===== src/rtl/cht_ram.sv =====
// generic single write, single read ram with registered read
// no dependencies
`default_nettype none
module cht_ram #(
	parameter int WIDTH = 8,
	parameter int DEPTH = 256
) (
	input wire logic clk,
	input wire logic we,
	input wire logic [$clog2(DEPTH)-1:0] waddr,
	input wire logic [WIDTH-1:0] wdata,
	input wire logic [$clog2(DEPTH)-1:0] raddr,
	output logic [WIDTH-1:0] rdata
);
	logic [WIDTH-1:0] mem [DEPTH];
	always_ff @(posedge clk) begin
		if (we) mem[waddr] <= wdata;
		rdata <= mem[raddr];
	end
endmodule
`default_nettype wire


===== config.mk =====
export PLATFORM = sky130hd
export DESIGN_NAME = cht_ram
export DESIGN_NICKNAME = d
export VERILOG_FILES = /design/src/rtl/cht_ram.sv
export SDC_FILE = /design/constraint.sdc
export NUM_CORES = 2
export LEC_CHECK = 0
export BUFFER_PORTS_ARGS = -buffer_cell sky130_fd_sc_hd__buf_2
export CAP_MARGIN = 20
export CORE_ASPECT_RATIO = 0.8
export CORE_UTILIZATION = 25
export DETAILED_ROUTE_END_ITERATION = 12
export GPL_ROUTABILITY_DRIVEN = 1
export MAX_ROUTING_LAYER = met4
export PLACE_DENSITY = 0.48
export SLEW_MARGIN = 0
export SYNTH_ARGS = -nofsm -noshare
export SYNTH_HDL_FRONTEND = slang
export SYNTH_SLANG_ARGS = --single-unit

===== constraint.sdc =====
create_clock -name clk -period 2.8 [get_ports clk]
set_input_delay 0.56 -clock clk [delete_from_list [all_inputs] [get_ports clk]]
set_output_delay 0.56 -clock clk [all_outputs]
set_load 0.03 [all_outputs]

Yosys cells after proc, flatten, opt, wreduce, memory -nomap -nowiden
Memory sizes are Yosys's and may differ from the RTL's. A register that Yosys moved wholly into a read port is not among the register bits. Index checks and enable logic that the tools add are counted.

Multiplexer cells: 2.

Operator list (count): $mux 1 (2).

Register bits: 0. Input bits: 26. Memory bits (writable): 2048. Memories kept: 1. Output and inout bits: 8.

Memories: mem (words 256, width 8, read ports 1, clocked after Yosys merged registers in 1, wr ports 1, RTL line 15) `logic [WIDTH-1:0] mem [DEPTH];`.

Logic depth before layout (Yosys ltp)
Depth after elaboration: 2. Gate-level depth with buffers: 11. Depth with buffers taken out: 6.

Worst setup path after synthesis
No wires, ideal clock.

Path kind: in2reg. Start: in raddr[0]. End: reg rdata[2], read port of mem. Arrival: 2.367 ns. Cell stages on the path: 9. Path buffers: 4. Library setup time: 0.131 ns. Path slack: 0.302 ns. Path through: buf_6 > buf_12 > buf_8 > buf_2 > mux4_2 > a22oi_1 > a21oi_1 > nor4_1 > nor4_2.

RTL lines: start: declaration (RTL line 12) `input wire logic [$clog2(DEPTH)-1:0] raddr,`; end: declaration (RTL line 13) `output logic [WIDTH-1:0] rdata`.

==> flow_metrics.env <==
export IMPL_synth_seq_cells=2056
export IMPL_yosysMostFrequentCell="edfxtp_1"
export IMPL_dieArea_um2=321000
export IMPL_fin_worst_skew_ps=55.6
export IMPL_critPathCaptureType="flop"
export IMPL_chipWidth_um=633
export IMPL_synth_top_area_cell="edfxtp_1"
export IMPL_crit_top_cell="buf_4"
export IMPL_fin_crit_sh_pct=95.0
export IMPL_synthCells=3733
export IMPL_r2r_start="mem[170][2]"
export IMPL_vias=40630
export IMPL_synthDistinctLibCells=55
export IMPL_cp_buffers_inverters=6
export IMPL_cts_root_buf="clkbuf_16"
export IMPL_peakVddDrop_mv=0.447
export IMPL_grt_max_degree=100
export IMPL_ys_seq_area_share_pct=77.5
export IMPL_portBuffers=33
export IMPL_grt_first_pass_wirelength_um=319000
export IMPL_yosys_top_cells_area="edfxtp_1 (77%), mux4_2 (13%), mux2i_1 (1.7%)"
export IMPL_gp_congestion=0.825
export IMPL_antenna_found_initial=29
export IMPL_clk_path_buf_depth=4
export IMPL_hold_viol_final=0
export IMPL_post_drt_wl_per_cell_um=25.9
export IMPL_grt_ovfl_total=0
export IMPL_ys_warn_count=0
export IMPL_synth_area_um2=79600
export IMPL_drt_vias_per_instance=4.64
export IMPL_drv_cap=0
export IMPL_layout_drive_gt1_share_pct=31.7
export IMPL_tightestPinTransition_ps=1080
export IMPL_setup_viol=0
export IMPL_cts_repair_resized=0
export IMPL_htreeDepth=4
export IMPL_synth_area_per_cell_um2=21.3
export IMPL_rows=184
export IMPL_synth_edf_count=2048
export IMPL_status="finished, final reports clean"
export IMPL_cts_tree="done"
export IMPL_cp_slowest_stage_delay_ps=540
export IMPL_final_setup_worst_slack_ps=140
export IMPL_initial_core_util_pct=25.2
export IMPL_synth_ff_type="edfxtp_1"
export IMPL_dieHeight_um=507
export IMPL_drc=0
export IMPL_grt_setup_unrepaired="false"
export IMPL_core_um2=315000
export IMPL_post_dp_hpwl_um=149000
export IMPL_syn_to_final_growth_pct=20.6
export IMPL_grt_pass1_vias=41025
export IMPL_cp_top_family="buffers and inverters"
export IMPL_clk_latency_ps=850
export IMPL_slew_violations=0
export IMPL_required_ps=3530
export IMPL_preCtsSetupSlack_ps=-881
export IMPL_powerDensity_nw_per_um2=665
export IMPL_routed_wl_um=227000
export IMPL_fin_crit_ps=2660
export IMPL_syn_nets=3759
export IMPL_whs_ps=117
export IMPL_crit_slowest_cell="mux4_2"
export IMPL_cts_made_buffers=204
export IMPL_max_freq_ghz=0.376
export IMPL_grt_total_usage_pct=14.4
export IMPL_cp_max_fo=23
export IMPL_clock_sinks=2056
export IMPL_synth_top_area_share_pct=77.3
export IMPL_start_kind="primary input"
export IMPL_critPathKind="primary input to flop"
export IMPL_startpoint="raddr[0]"
export IMPL_drt_iter0_drc=4978
export IMPL_async_reset_ff_share_pct=0
export IMPL_cts_hold_buffers=0
export IMPL_io_pins=34
export IMPL_power_leakage_uw=0.0302
export IMPL_antenna_left=0
export IMPL_worstHoldStart="wdata[0]"
export IMPL_finalSetupTns_ps=0
export IMPL_clkSlewWorstSetupHoldPaths_ps=60
export IMPL_synthTopCellsByCount="edfxtp_1 (2048), mux4_2 (454), nor2_1 (282)"
export IMPL_nets=4444
export IMPL_first_pass_iters=5
export IMPL_fill_cells=30528
export IMPL_relSlewSlack_pct=27.8
export IMPL_post_cts_buffers=0
export IMPL_critPathArrivalTime_ps=3390
export IMPL_path_cells="buf_8 -> buf_12 -> buf_4 -> mux4_2 -> a22oi_1 -> buf_4 -> a21oi_1 -> buf_4 -> nor3_1 -> buf_4 -> nor4_1"
export IMPL_fin_util_pct=30.4
export IMPL_hp_class="primary input to flop"
power breakdown:
group	switching (uW)	total, uW	internal [uW]
Clock	11600	26100	14500
Combinational	2300	3750	1450
Sequential	62.7	34000	33900
flip-flops by register name, summed over array words and instances (netlist names):
name	cells
mem	2048
rdata	8
layer usage:
layer  global-route usage, %  routed length (um)  vias to the layer above
li1                        -                   -                    17092
met1                    20.8              105000                    21823
met2                    19.9               97600                     1417
met3                    3.64               19300                      298
met4                    3.55                4940                        0
met5                       -                   0                        -
cell type report:
| class | instances | area, um2 | share of cell area [%] |
|---|---|---|---|
| flip-flops and latches | 2056 | 61700 | 64.2 |
| diodes | 16 | 40.0 | 0.0417 |
| inverters | 2 | 7.51 | 0.00782 |
| clock inverters | 92 | 749 | 0.781 |
| multi-input cells | 1442 | 16500 | 17.2 |
| repair buffers | 712 | 6380 | 6.65 |
| well taps | 4185 | 5240 | 5.46 |
| clock buffers | 260 | 5370 | 5.59 |
logic make-up after synthesis:
logic type,Yosys count,share of synthesized area (%)
compound gates,385,3.42
buf+inv,235,1.83
flops,2056,77.5
mux,591,14.6
simple gates,466,2.63
cell usage in the layout, fill, tap and decap left out, drive strengths merged, types with 11 or more instances in the layout:
| master | count |
|---|---|
| nand2 | 33 |
| a21oi | 96 |
| nor3 | 22 |
| o21ai | 12 |
| clkbuf | 260 |
| diode | 16 |
| a211oi | 16 |
| bufinv | 11 |
| buf | 712 |
| o221ai | 47 |
| a221oi | 14 |
| nor2 | 282 |
| mux2i | 134 |
| nor4 | 27 |
| o22ai | 28 |
| mux4 | 456 |
| edfxtp | 2048 |
| clkinv | 76 |
| nor2b | 31 |
| a22oi | 133 |
| nand3 | 34 |
per-stage QoR:
step	area [um2]	power, uW	std cells
floorplan	79600	36300	3733
global placement	89800	38400	8396
detailed placement	89800	38400	8396
CTS	95900	64500	8748
global route	96000	65800	8761
finish	96000	63800	8765
worst paths after layout:
check	cells after the start	slack [ps]	to
setup reg to reg	6	190	rdata[2]
hold / removal	1	120	mem[240][0]
hold reg to reg	7	1110	rdata[1]
setup / recovery	11	140	rdata[1]
Note: power is estimated with default switching activity, not from simulation.
